File: src/hw/rtl/kfdx_pkg.sv
// Shared types and constants for the KISS frame decoder with XOR check.
package kfdx_pkg;

   // Frame storage bound and derived widths
   localparam int MaxFrame     = 512;
   localparam int CountWidth   = $clog2(MaxFrame + 1);
   localparam int ByteWidth    = 8;
   localparam int LengthWidth  = 10;
   localparam int CounterWidth = 16;
   localparam int CsrIndexWidth = 1;
   localparam int CsrDataWidth  = 10;

   // KISS special codes
   localparam logic [ByteWidth-1:0] KissFend  = 8'o300;
   localparam logic [ByteWidth-1:0] KissFesc  = 8'o333;
   localparam logic [ByteWidth-1:0] KissTfend = 8'o334;
   localparam logic [ByteWidth-1:0] KissTfesc = 8'o335;

   // Configuration register indexes
   localparam logic [CsrIndexWidth-1:0] CsrUseChecksum = 1'd0;
   localparam logic [CsrIndexWidth-1:0] CsrMaxLength   = 1'd1;

   // Reset values of the configuration registers
   localparam logic [CsrDataWidth-1:0] MaxLengthReset = 10'd400;

   // Frame end status codes
   localparam logic [1:0] StatusGood      = 2'd0;
   localparam logic [1:0] StatusDangling  = 2'd1;
   localparam logic [1:0] StatusTooLong   = 2'd2;
   localparam logic [1:0] StatusBadXor    = 2'd3;

   // Configuration as seen by the decoder
   typedef struct packed {
      logic                  use_checksum;
      logic [CountWidth-1:0] limit;
   } cfg_type;

   // One result item
   typedef struct packed {
      logic [ByteWidth-1:0]    data_byte;
      logic                    data_valid;
      logic                    frame_end;
      logic [1:0]              frame_status;
      logic [LengthWidth-1:0]  frame_length;
      logic [CounterWidth-1:0] protocol_errors;
      logic [CounterWidth-1:0] checksum_errors;
      logic [CounterWidth-1:0] good_frames;
   } rsp_item_type;

endpackage

File: src/hw/rtl/kfdx_if.sv
// Channel interfaces: raw byte input, decoded result output, register writes.
interface kfdx_req_if;
   import kfdx_pkg::*;
   logic                 valid;
   logic                 ready;
   logic [ByteWidth-1:0] rx_byte;
   modport source (output valid, output rx_byte, input ready);
   modport sink   (input valid, input rx_byte, output ready);
endinterface

interface kfdx_rsp_if;
   import kfdx_pkg::*;
   logic                    valid;
   logic                    ready;
   logic [ByteWidth-1:0]    data_byte;
   logic                    data_valid;
   logic                    frame_end;
   logic [1:0]              frame_status;
   logic [LengthWidth-1:0]  frame_length;
   logic [CounterWidth-1:0] protocol_errors;
   logic [CounterWidth-1:0] checksum_errors;
   logic [CounterWidth-1:0] good_frames;
   modport source (output valid, output data_byte, output data_valid, output frame_end,
                   output frame_status, output frame_length, output protocol_errors,
                   output checksum_errors, output good_frames, input ready);
   modport sink   (input valid, input data_byte, input data_valid, input frame_end,
                   input frame_status, input frame_length, input protocol_errors,
                   input checksum_errors, input good_frames, output ready);
endinterface

interface kfdx_csr_if;
   import kfdx_pkg::*;
   logic                     valid;
   logic                     ready;
   logic [CsrIndexWidth-1:0] index;
   logic [CsrDataWidth-1:0]  data;
   modport source (output valid, output index, output data, input ready);
   modport sink   (input valid, input index, input data, output ready);
endinterface

File: src/hw/rtl/kfdx_csr.sv
// Configuration registers: checksum enable and clamped frame length limit.
module kfdx_csr (
   input  logic             clock,
   input  logic             reset,
   kfdx_csr_if.sink         csr_if,
   output kfdx_pkg::cfg_type cfg
);
   import kfdx_pkg::*;

   logic                  use_checksum_ff;
   logic                  use_checksum_in;
   logic [CountWidth-1:0] limit_ff;
   logic [CountWidth-1:0] limit_in;
   logic                  wr_en;

   assign csr_if.ready = 1'b1;
   assign wr_en        = csr_if.valid;

   // Limit is stored already clamped to 1 .. MaxFrame
   always_comb begin
      use_checksum_in = use_checksum_ff;
      limit_in        = limit_ff;
      if (wr_en) begin
         case (csr_if.index)
            CsrUseChecksum: use_checksum_in = csr_if.data[0];
            CsrMaxLength: begin
               if (csr_if.data == '0) begin
                  limit_in = CountWidth'(1);
               end else if (CountWidth'(csr_if.data) > CountWidth'(MaxFrame)
                            || csr_if.data > CsrDataWidth'(MaxFrame)) begin
                  limit_in = CountWidth'(MaxFrame);
               end else begin
                  limit_in = CountWidth'(csr_if.data);
               end
            end
            default: limit_in = limit_ff;
         endcase
      end
   end

   always_ff @(posedge clock) begin
      if (reset) begin
         use_checksum_ff <= 1'b1;
         limit_ff        <= CountWidth'(MaxLengthReset);
      end else begin
         use_checksum_ff <= use_checksum_in;
         limit_ff        <= limit_in;
      end
   end

   assign cfg.use_checksum = use_checksum_ff;
   assign cfg.limit        = limit_ff;

endmodule

File: src/hw/rtl/kfdx_decoder.sv
// Deframer: input register, escape/frame state update and result register.
module kfdx_decoder (
   input  logic              clock,
   input  logic              reset,
   input  kfdx_pkg::cfg_type cfg,
   kfdx_req_if.sink          req_if,
   kfdx_rsp_if.source        rsp_if
);
   import kfdx_pkg::*;

   // Input register
   logic                 in_valid_ff;
   logic [ByteWidth-1:0] in_byte_ff;

   // Frame state
   logic                    esc_ff, esc_in;
   logic [ByteWidth-1:0]    xor_ff, xor_in;
   logic [CountWidth-1:0]   count_ff, count_in;
   logic [ByteWidth-1:0]    held_ff, held_in;
   logic                    held_valid_ff, held_valid_in;
   logic                    ovf_ff, ovf_in;
   logic [CounterWidth-1:0] proto_ff, proto_in;
   logic [CounterWidth-1:0] xerr_ff, xerr_in;
   logic [CounterWidth-1:0] good_ff, good_in;

   // Result register
   logic         out_valid_ff;
   rsp_item_type out_ff;
   logic         emit;
   rsp_item_type item;

   logic                  advance;
   logic                  fire;
   logic                  is_fend;
   logic                  is_fesc;
   logic [ByteWidth-1:0]  decoded;
   logic [1:0]            status;
   logic [CountWidth-1:0] len;

   // Handshake: the stage moves when the result register is free or being taken
   assign advance      = !out_valid_ff || rsp_if.ready;
   assign fire         = in_valid_ff && advance;
   assign req_if.ready = !in_valid_ff || advance;

   assign is_fend = (in_byte_ff == KissFend);
   assign is_fesc = (in_byte_ff == KissFesc);

   // Next state and result for the byte in the input register
   always_comb begin
      esc_in        = esc_ff;
      xor_in        = xor_ff;
      count_in      = count_ff;
      held_in       = held_ff;
      held_valid_in = held_valid_ff;
      ovf_in        = ovf_ff;
      proto_in      = proto_ff;
      xerr_in       = xerr_ff;
      good_in       = good_ff;
      emit          = 1'b0;
      decoded       = in_byte_ff;
      status        = StatusGood;
      len           = count_ff - CountWidth'(cfg.use_checksum);
      item          = '0;

      if (is_fend) begin
         // Frame end: decide status, then clear the frame
         if (esc_ff) begin
            status   = StatusDangling;
         end else if (ovf_ff) begin
            status   = StatusTooLong;
         end else if (cfg.use_checksum && xor_ff != '0) begin
            status   = StatusBadXor;
         end
         if (count_ff != '0) begin
            if (status == StatusDangling) begin
               proto_in = proto_ff + CounterWidth'(1);
            end
            if (status == StatusBadXor) begin
               xerr_in = xerr_ff + CounterWidth'(1);
            end
            if (status == StatusGood && len != '0) begin
               good_in = good_ff + CounterWidth'(1);
            end
            emit = !(status == StatusGood && len == '0);
         end
         item.data_valid   = !cfg.use_checksum && held_valid_ff;
         item.data_byte    = item.data_valid ? held_ff : '0;
         item.frame_end    = 1'b1;
         item.frame_status = status;
         item.frame_length = LengthWidth'(len);
         esc_in        = 1'b0;
         xor_in        = '0;
         count_in      = '0;
         held_in       = '0;
         held_valid_in = 1'b0;
         ovf_in        = 1'b0;
      end else if (is_fesc) begin
         esc_in = 1'b1;
      end else begin
         // Undo escapes; an unknown code after FESC is kept and counted
         if (esc_ff) begin
            esc_in = 1'b0;
            if (in_byte_ff == KissTfend) begin
               decoded = KissFend;
            end else if (in_byte_ff == KissTfesc) begin
               decoded = KissFesc;
            end else begin
               proto_in = proto_ff + CounterWidth'(1);
            end
         end
         if (count_ff >= cfg.limit) begin
            ovf_in = 1'b1;
         end else begin
            emit           = held_valid_ff;
            item.data_byte  = held_ff;
            item.data_valid = 1'b1;
            held_in        = decoded;
            held_valid_in  = 1'b1;
            count_in       = count_ff + CountWidth'(1);
            xor_in         = xor_ff ^ decoded;
         end
      end

      item.protocol_errors = proto_in;
      item.checksum_errors = xerr_in;
      item.good_frames     = good_in;
   end

   always_ff @(posedge clock) begin
      if (reset) begin
         in_valid_ff   <= 1'b0;
         out_valid_ff  <= 1'b0;
         esc_ff        <= 1'b0;
         xor_ff        <= '0;
         count_ff      <= '0;
         held_ff       <= '0;
         held_valid_ff <= 1'b0;
         ovf_ff        <= 1'b0;
         proto_ff      <= '0;
         xerr_ff       <= '0;
         good_ff       <= '0;
      end else begin
         // Input register
         if (req_if.valid && req_if.ready) begin
            in_valid_ff <= 1'b1;
            in_byte_ff  <= req_if.rx_byte;
         end else if (fire) begin
            in_valid_ff <= 1'b0;
         end
         // State and result register
         if (fire) begin
            out_valid_ff  <= emit;
            out_ff        <= item;
            esc_ff        <= esc_in;
            xor_ff        <= xor_in;
            count_ff      <= count_in;
            held_ff       <= held_in;
            held_valid_ff <= held_valid_in;
            ovf_ff        <= ovf_in;
            proto_ff      <= proto_in;
            xerr_ff       <= xerr_in;
            good_ff       <= good_in;
         end else if (rsp_if.ready) begin
            out_valid_ff <= 1'b0;
         end
      end
   end

   assign rsp_if.valid           = out_valid_ff;
   assign rsp_if.data_byte       = out_ff.data_byte;
   assign rsp_if.data_valid      = out_ff.data_valid;
   assign rsp_if.frame_end       = out_ff.frame_end;
   assign rsp_if.frame_status    = out_ff.frame_status;
   assign rsp_if.frame_length    = out_ff.frame_length;
   assign rsp_if.protocol_errors = out_ff.protocol_errors;
   assign rsp_if.checksum_errors = out_ff.checksum_errors;
   assign rsp_if.good_frames     = out_ff.good_frames;

   // The held byte is present exactly when the frame has stored bytes
   assert property (@(posedge clock) disable iff (reset)
      held_valid_ff == (count_ff != '0))
      else $error("held byte flag out of step with byte count");

   // Overflow can only be flagged once bytes are stored
   assert property (@(posedge clock) disable iff (reset)
      ovf_ff |-> count_ff != '0)
      else $error("overflow flagged on an empty frame");

   // A frame end always leaves the frame empty
   assert property (@(posedge clock) disable iff (reset)
      fire && is_fend |=> count_ff == '0 && !esc_ff)
      else $error("frame state not cleared at frame end");

   // A good frame is never reported with zero length
   assert property (@(posedge clock) disable iff (reset)
      out_valid_ff && out_ff.frame_end && out_ff.frame_status == StatusGood
      |-> out_ff.frame_length != '0)
      else $error("good frame with zero length");

endmodule

File: src/hw/rtl/kiss_frame_decoder_xor_check_core.sv
// Top level of the KISS frame decoder with XOR checksum.
//
//   channel   direction  payload                                   handshake
//   req_if    in         rx_byte                                   valid/ready
//   rsp_if    out        data/frame status/length/running counts   valid/ready
//   csr_if    in         index, data (use_checksum, max_length)    valid/ready
//
// One byte per cycle while rsp_if takes results: each byte passes an input
// register, then one short update of the frame state writes the result register.
// Reset is synchronous and clears all frame state and counters.
// When the result register holds an untaken item, a byte in the input register
// waits there and req_if.ready stays low until rsp_if.ready returns.
module kiss_frame_decoder_xor_check_core (
   input  logic        clock,
   input  logic        reset,
   kfdx_req_if.sink    req_if,
   kfdx_rsp_if.source  rsp_if,
   kfdx_csr_if.sink    csr_if
);
   import kfdx_pkg::*;

   cfg_type cfg;

   kfdx_csr u_csr (
      .clock  (clock),
      .reset  (reset),
      .csr_if (csr_if),
      .cfg    (cfg)
   );

   kfdx_decoder u_decoder (
      .clock  (clock),
      .reset  (reset),
      .cfg    (cfg),
      .req_if (req_if),
      .rsp_if (rsp_if)
   );

endmodule
File: src/flat_wrapper.sv
// flat-port wrapper written by rule: the top's interface ports become plain ports
module kiss_frame_decoder_xor_check_core_flat import kfdx_pkg::*;
  (clock, reset, req_if_valid, req_if_rx_byte, req_if_ready, rsp_if_valid, rsp_if_data_byte, rsp_if_data_valid, rsp_if_frame_end, rsp_if_frame_status, rsp_if_frame_length, rsp_if_protocol_errors, rsp_if_checksum_errors, rsp_if_good_frames, rsp_if_ready, csr_if_valid, csr_if_index, csr_if_data, csr_if_ready);
  kfdx_req_if req_if_i ();
  kfdx_rsp_if rsp_if_i ();
  kfdx_csr_if csr_if_i ();
  input  logic clock;
  input  logic reset;
  input wire logic [$bits(req_if_i.valid)-1:0] req_if_valid;
  input wire logic [$bits(req_if_i.rx_byte)-1:0] req_if_rx_byte;
  output wire logic [$bits(req_if_i.ready)-1:0] req_if_ready;
  output wire logic [$bits(rsp_if_i.valid)-1:0] rsp_if_valid;
  output wire logic [$bits(rsp_if_i.data_byte)-1:0] rsp_if_data_byte;
  output wire logic [$bits(rsp_if_i.data_valid)-1:0] rsp_if_data_valid;
  output wire logic [$bits(rsp_if_i.frame_end)-1:0] rsp_if_frame_end;
  output wire logic [$bits(rsp_if_i.frame_status)-1:0] rsp_if_frame_status;
  output wire logic [$bits(rsp_if_i.frame_length)-1:0] rsp_if_frame_length;
  output wire logic [$bits(rsp_if_i.protocol_errors)-1:0] rsp_if_protocol_errors;
  output wire logic [$bits(rsp_if_i.checksum_errors)-1:0] rsp_if_checksum_errors;
  output wire logic [$bits(rsp_if_i.good_frames)-1:0] rsp_if_good_frames;
  input wire logic [$bits(rsp_if_i.ready)-1:0] rsp_if_ready;
  input wire logic [$bits(csr_if_i.valid)-1:0] csr_if_valid;
  input wire logic [$bits(csr_if_i.index)-1:0] csr_if_index;
  input wire logic [$bits(csr_if_i.data)-1:0] csr_if_data;
  output wire logic [$bits(csr_if_i.ready)-1:0] csr_if_ready;
  assign req_if_i.valid = req_if_valid;
  assign req_if_i.rx_byte = req_if_rx_byte;
  assign req_if_ready = req_if_i.ready;
  assign rsp_if_valid = rsp_if_i.valid;
  assign rsp_if_data_byte = rsp_if_i.data_byte;
  assign rsp_if_data_valid = rsp_if_i.data_valid;
  assign rsp_if_frame_end = rsp_if_i.frame_end;
  assign rsp_if_frame_status = rsp_if_i.frame_status;
  assign rsp_if_frame_length = rsp_if_i.frame_length;
  assign rsp_if_protocol_errors = rsp_if_i.protocol_errors;
  assign rsp_if_checksum_errors = rsp_if_i.checksum_errors;
  assign rsp_if_good_frames = rsp_if_i.good_frames;
  assign rsp_if_i.ready = rsp_if_ready;
  assign csr_if_i.valid = csr_if_valid;
  assign csr_if_i.index = csr_if_index;
  assign csr_if_i.data = csr_if_data;
  assign csr_if_ready = csr_if_i.ready;
  kiss_frame_decoder_xor_check_core u_core (.clock(clock), .reset(reset), .req_if(req_if_i), .rsp_if(rsp_if_i), .csr_if(csr_if_i));
endmodule
File: config.mk
export PLATFORM = sky130hd
export DESIGN_NAME = kiss_frame_decoder_xor_check_core_flat
export DESIGN_NICKNAME = d
export VERILOG_FILES = /design/src/hw/rtl/kfdx_pkg.sv /design/src/hw/rtl/kfdx_if.sv /design/src/hw/rtl/kfdx_csr.sv /design/src/hw/rtl/kfdx_decoder.sv /design/src/hw/rtl/kiss_frame_decoder_xor_check_core.sv /design/src/flat_wrapper.sv
export SDC_FILE = /design/constraint.sdc
export NUM_CORES = 1
export LEC_CHECK = 0
export BUFFER_PORTS_ARGS = -buffer_cell sky130_fd_sc_hd__buf_2
export CORE_MARGIN = 3
export CORE_UTILIZATION = 45
export DETAILED_ROUTE_END_ITERATION = 8
export HOLD_SLACK_MARGIN = 0.15
export PLACE_DENSITY = 0.75
export SKIP_LAST_GASP = 1
export SYNTH_ARGS = -nofsm -noshare
export SYNTH_HDL_FRONTEND = slang
export SYNTH_SLANG_ARGS = --single-unit
File: constraint.sdc
create_clock -name clock -period 4.9 [get_ports clock]
set_input_delay 0.245 -clock clock [delete_from_list [all_inputs] [get_ports clock]]
set_output_delay 0.245 -clock clock [all_outputs]
set_load 0.02 [all_outputs]
==> results.yml, run 1 <==
worst_hold_path:
  hold_path.startpoint: "rsp_if_ready"
  hp-class: "primary input to flop"
  holdPathStages: 3
  min_to: "u_core.u_decoder.rsp_if.valid"
final_layout:
  drive_above_1_share: 0.1738
  synthToLayoutAreaGrowth_pct: 16.42
  instances_no_fill: 1140
  antenna-diode-count: 0
  finalInstanceArea_mm2: 0.009519
  nNetsFinal: 943
grt:
  grt_pass1_vias: 5867
  grt_max_degree: 59
  grt.total_usage: 0.1786
  grt-ovfl-total: 0
  grt_antenna_before_repair: 0
  grt_pass1_wl_um: 28980
clock_tree:
  cts_buffers: 17
  path_clk_slew_ns: 0.06
  cts.sinks: 168
  cts_tree: "yes"
  clk_path_buf_depth: 2
  post_cts_resized: 0
  clock-root-buffer: "clkbuf_16"
  clk_latency_ns: 0.42
  cts.htree.levels: 4
  post-cts-setup-buffer-count: 0
setup_path:
  reg2regPathDepth: 5
  path_class: "flop to flop"
  reg2reg_from: "u_core.u_decoder.count_ff[3]"
  ff2ff_setup_slack_ns: 2.01
  reg2reg_to: "u_core.u_decoder.rsp_if.protocol_errors[14]"
  cp-end-kind: "flop"
  worstPathArrival_ns: 3.05
  critPathMaxFanout: 16
  critical_path_required_ns: 5.06
  startpoint_type: "flop"
placed_design:
  dp_hpwl_um: 11990
  placed_cells: 1090
  gp_congestion: 0.8290
  place_area_mm2: 0.008733
  portBuffers: 95
drt:
  ant_nets: 0
  wl_um: 17550
  vias: 6355
  drt_iter0_drc: 523
  wl_per_cell_um: 15.40
  vias_per_cell: 5.575
  dr.pass1.iters: 5
  route.detailed.drc: 0
synth:
  yosysMostFrequentCell: "dfxtp_1"
  syn_inst: 813
  synthSimpleGateAreaFrac: 0.2213
  synth_mux_area_frac: 0.02816
  synth_flop_cell: "dfxtp_1"
  ys_ff_latch: 168
  syn-cell-area_mm2: 0.008177
  yosys-top-cells-count: "90 x dfxtp_1, 78 x edfxtp_1, 74 x nor2_1, 61 x a21oi_1, 40 x nand2_1"
  synth_xor_xnor_area_share: 0.05998
  syn_nets: 854
  synth_top_area_share: 0.2865
  synthAdderAreaFrac: 0.02724
  ys.warnings.count: 0
  async_flop_share: 0
  avgSynthCellArea_um2: 10.06
  synth_top_family_by_area: "simple AND/OR/NAND/NOR gates"
  synthTopCellsByArea: "edfxtp_1 29%, dfxtp_1 22%, a21oi_1 3.7%"
  yosysSeqAreaShare: 0.5068
  synth_compound_area_frac: 0.1132
  synth_edf_count: 78
  synth_cell_types: 68
  yosys.area.top_type: "edfxtp_1"
die:
  rows: 48
  ios: 97
  initial_core_util: 0.4663
  die_w_um: 140.8
  die-area_mm2: 0.01982
  die_h_um: 140.8
  core_area_mm2: 0.01754
sta:
  period_share: 0.5899
  worstMarginPinSlew_ns: 0.9895
  setup_viol: 0
  tns_ns: 0
  post-route-min-period_ns: 2.891
  fin_skew_ns: 0.006061
  clock.fmax_mhz: 345.9
  relSlewSlack: 0.3404
  finalHoldViolations: 0
  slew_viol_final: 0
  rsz0062_at_grt: "false"
power_and_ir_drop:
  internal_power_mw: 2.438
  p_leak_nw: 3.438
  seqPwrFrac: 0.491
  ir_drop_mv: 0.2536
  switching_share: 0.2144
  combPwrFrac: 0.067
  powerDensity_mw_per_mm2: 326.0
  clockPowerShare: 0.442
  switching_power_mw: 0.6653
run:
  cap_violations: 0
run_status:
  status: "completed"
-- state kept, by name, indices dropped and copies added (netlist names), 10 cells and up --
| name | count |
|---|---|
| u_core.u_csr.limit_ff | 10 |
| u_core.u_decoder.count_ff | 10 |
| u_core.u_decoder.good_ff | 16 |
| u_core.u_decoder.proto_ff | 16 |
| u_core.u_decoder.rsp_if.checksum_errors | 16 |
| u_core.u_decoder.rsp_if.frame_length | 10 |
| u_core.u_decoder.rsp_if.good_frames | 16 |
| u_core.u_decoder.rsp_if.protocol_errors | 16 |
| u_core.u_decoder.xerr_ff | 16 |
-- worst max-delay path, stage by stage (launching register included) --
cell      delay, ns
dfxtp_1        0.43
nor4_2         0.41
nand4b_1       0.59
o211ai_2       0.84
nor3_1         0.16
xor2_1         0.18
-- kinds of logic (layout without fill, tap and decap cells) --
family,after synthesis,after routing
AND/OR/NAND/NOR,330,330
flip-flops,168,168
AO/OA/AOI/OAI,143,143
buffers and inverters,76,178
XOR/XNOR,56,56
multiplexers,21,21
adder cells (fa/ha/maj),18,18
other,1,1
-- layout make-up --
cell class | instances | area (um2)
Fill cell | 1543 | 8018
Sequential cell | 168 | 4144
Multi-Input combinational cell | 569 | 3690
Timing Repair Buffer | 118 | 693.2
Clock buffer | 22 | 454.2
Tap cell | 225 | 281.5
Clock inverter | 10 | 151.4
Inverter | 28 | 105.1
-- metrics by stage --
step                  util  power [mW]  setup WS, ns  hold WS (ns)
floorplan                -       1.691        0.7081        0.3439
global placement    0.4980       1.747         2.063        0.4250
detailed placement  0.4980       1.752         2.030        0.4295
CTS                 0.5428       3.132         2.012        0.2122
global route        0.5428       3.209         1.769        0.2368
finish              0.5428       3.104         2.009        0.2240
-- layer usage --
layer	up-vias	routed length [um]	global-route usage
met5	-	0	0
li1	3150	-	-
met4	0	414	0.06935
met2	156	8515	0.2966
met1	3024	7749	0.2283
met3	25	873	0.03901
-- cell usage in the layout, fill, tap and decap left out, drive strengths merged, types with 28 or more instances in the layout --
cell type  instances
dfxtp             90
inv               28
nor3              28
buf              100
xor2              33
edfxtp            78
nor2              74
nand3             37
nand2             41
a21oi             61
-- power groups by stage --
| stage | registers (mW) | clock network, mW | logic (mW) |
|---|---|---|---|
| floorplan | 1.58 | 0 | 0.114 |
| global placement | 1.55 | 0 | 0.193 |
| detailed placement | 1.55 | 0 | 0.197 |
| CTS | 1.52 | 1.40 | 0.209 |
| global route | 1.53 | 1.45 | 0.229 |
| finish | 1.52 | 1.37 | 0.208 |
-- worst max-delay path by stage --
stage,from,endpoint,slack (ns),depth (start not counted)
2_1_floorplan,reset,u_core.u_decoder.rsp_if.checksum_errors[0],0.71,4
3_3_place_gp,u_core.u_decoder.count_ff[3],u_core.u_decoder.rsp_if.protocol_errors[14],2.06,5
3_5_place_dp,u_core.u_decoder.count_ff[3],u_core.u_decoder.rsp_if.protocol_errors[14],2.03,5
4_1_cts,u_core.u_decoder.count_ff[3],u_core.u_decoder.rsp_if.protocol_errors[14],2.01,5
5_1_grt,u_core.u_decoder.count_ff[1],u_core.u_decoder.xerr_ff[9],1.77,6
6_report,u_core.u_decoder.count_ff[3],u_core.u_decoder.rsp_if.protocol_errors[14],2.01,5
-- what timing repair did --
action,CTS,global route
endpoints found under the setup margin,0,0
endpoints found under the hold margin,16,0
hold buffers,18,0
(Power assumes the default switching activity.)
==> run 2, diff against run 1 <==
==> constraint.sdc (replaced) <==
create_clock -name clock -period 3 [get_ports clock]
set_input_delay 0.15 -clock clock [delete_from_list [all_inputs] [get_ports clock]]
set_output_delay 0.15 -clock clock [all_outputs]
set_load 0.02 [all_outputs]
==> run 2 against run 1 <==
Against the previous run: total power up 60%; worst hold slack better by 0.00062 ns; final cell count up 1.9%; sequential power up 64%; via count up 1.5%; sequential share of layout area down 0.75 points; routed wire length up 2.0%; clock skew up 0.0041 ns; register-to-register slack worse by 1.6 ns; die area unchanged; setup slack worse by 1.6 ns; critical endpoint is now u_core.u_decoder.rsp_if.good_frames[1].
==> results.yml, run 2 (synthesized netlist as in run 1, its figures left out) <==
drt:
  dr.pass1.iters: 5
  wl_per_cell_um: 15.40
  vias_per_cell: 5.550
  drt_iter0_drc: 525
  ant_nets: 0
  wl_um: 17900
  vias: 6449
  route.detailed.drc: 0
placed_design:
  gp_congestion: 0.8913
  placed_cells: 1105
  dp_hpwl_um: 12090
  portBuffers: 95
final_layout:
  layout_commonest_cell: "buf_2"
  drive_above_1_share: 0.1857
  instances_no_fill: 1162
  antenna-diode-count: 0
  nNetsFinal: 966
  final_cell_mix: "95 x buf_2, 90 x dfxtp_1, 78 x edfxtp_1"
  synthToLayoutAreaGrowth_pct: 18.45
  ff_latch_area_mm2: 0.004144
  multi_input_area_mm2: 0.003690
  fillers: 1518
power_and_ir_drop:
  p_leak_nw: 3.530
  powerDensity_mw_per_mm2: 512.8
  ir_drop_mv: 0.4165
setup_path:
  reg2regPathDepth: 8
  critPathMaxFanout: 7
  path_cells: "inv_1, ha_1, ha_1, nor4bb_1, nand4b_1, or2_2, nand2_1, mux2_2"
  critical_path.most_common_cell: "ha_1"
  reg2reg_from: "u_core.u_decoder.count_ff[0]"
  path_class: "flop to flop"
  critPathMaxStageDelay_ns: 0.41
  cp_slowest_cell: "dfxtp_1"
  worstPathArrival_ns: 2.79
  startpoint_type: "flop"
  reg2reg_to: "u_core.u_decoder.rsp_if.good_frames[1]"
  critical_path_required_ns: 3.17
  ff2ff_setup_slack_ns: 0.39
  cp-end-kind: "flop"
sta:
  hold-worst-slack_ns: 0.2246
  rsz0062_at_grt: "false"
  setup_viol: 0
  finalHoldViolations: 0
  fin_skew_ns: 0.01011
  slew_viol_final: 0
  tns_ns: 0
  relSlewSlack: 0.4632
  period_share: 0.8707
  worstMarginPinSlew_ns: 0.8052
  post-route-min-period_ns: 2.612
  clock.fmax_mhz: 382.9
die:
  initial_core_util: 0.4663
  die_w_um: 140.8
  die_h_um: 140.8
  ios: 97
  core_area_mm2: 0.01754
  rows: 48
  die-area_mm2: 0.01982
grt:
  grt-ovfl-total: 0
  grt.total_usage: 0.1800
  grt_max_degree: 71
  grt_pass1_wl_um: 29140
  grt_pass1_vias: 5953
  grt_antenna_before_repair: 0
clock_tree:
  clock-root-buffer: "clkbuf_16"
  clk_path_buf_depth: 2
  cts_tree: "yes"
  cts.htree.levels: 4
  path_clk_slew_ns: 0.06
  clk_latency_ns: 0.43
  cts.sinks: 168
  cts_buffers: 17
run_status:
  status: "completed"
worst_hold_path:
  holdPathStages: 2
  hp-class: "primary input to flop"
  min_to: "u_core.u_decoder.good_ff[1]"
  hold_path.startpoint: "reset"
run:
  cap_violations: 0
==> run 2: stage by stage <==
step	setup WS, ns	power (mW)	utilization	cell area (um2)
4_1_cts	0.4077	5.000	0.5523	9686
6_report	0.3880	4.967	0.5523	9686
5_1_grt	0.1899	5.132	0.5523	9686
3_5_place_dp	0.4243	2.868	0.5051	8859
2_1_floorplan	0.07712	2.762	-	8179
3_3_place_gp	0.4881	2.861	0.5051	8859
==> run 2: cell type report <==
| class | instances | share of cell area |
|---|---|---|
| sequential | 168 | 0.4279 |
| multi-input combinational | 569 | 0.3810 |
| timing repair buffer | 141 | 0.09275 |
| clock buffer | 22 | 0.04806 |
| tap | 225 | 0.02907 |
| inverter | 28 | 0.01085 |
| clock inverter | 9 | 0.01046 |
==> run 2: what timing repair did <==
action | 4_1_cts | 5_1_grt
hold buffers | 26 | 0
setup buffers | 0 | 0
resized for setup | 0 | 0
endpoints found under the hold margin | 21 | 0
==> run 2: metal layers <==
layer  vias up  routed length (um)  GRT usage
met5         -                   0          0
met4         0                 210    0.06068
met3        18                 887    0.03731
met2       188                8748     0.2974
met1      3035                8050     0.2368
li1       3208                   -          -
==> run 2: worst max-delay path: cells and delay by family, from the launching register on <==
kind                     cells  cell delay, ns
adder cells (fa/ha/maj)      2            0.52
AND/OR/NAND/NOR              4            0.98
multiplexers                 1            0.34
flip-flops                   1            0.41
buffers and inverters        1            0.12
==> run 2: power breakdown <==
part / switching (mW) / total (mW) / internal, mW
clock network: 0.858 / 2.12 / 1.26
logic: 0.219 / 0.356 / 0.137
registers: 0.0359 / 2.49 / 2.45
total: 1.11 / 4.97 / 3.85
==> run 2: how the worst max path moves through the flow <==
stage | slack (ns) | cells past startpoint | end | startpoint
finish | 0.39 | 8 | u_core.u_decoder.rsp_if.good_frames[1] | u_core.u_decoder.count_ff[0]
global route | 0.19 | 8 | u_core.u_decoder.rsp_if.good_frames[1] | u_core.u_decoder.count_ff[0]
CTS | 0.41 | 8 | u_core.u_decoder.rsp_if.good_frames[1] | u_core.u_decoder.count_ff[0]
detailed placement | 0.42 | 8 | u_core.u_decoder.rsp_if.good_frames[1] | u_core.u_decoder.count_ff[0]
global placement | 0.49 | 8 | u_core.u_decoder.rsp_if.good_frames[1] | u_core.u_decoder.count_ff[0]
floorplan | 0.08 | 4 | u_core.u_decoder.rsp_if.checksum_errors[0] | reset
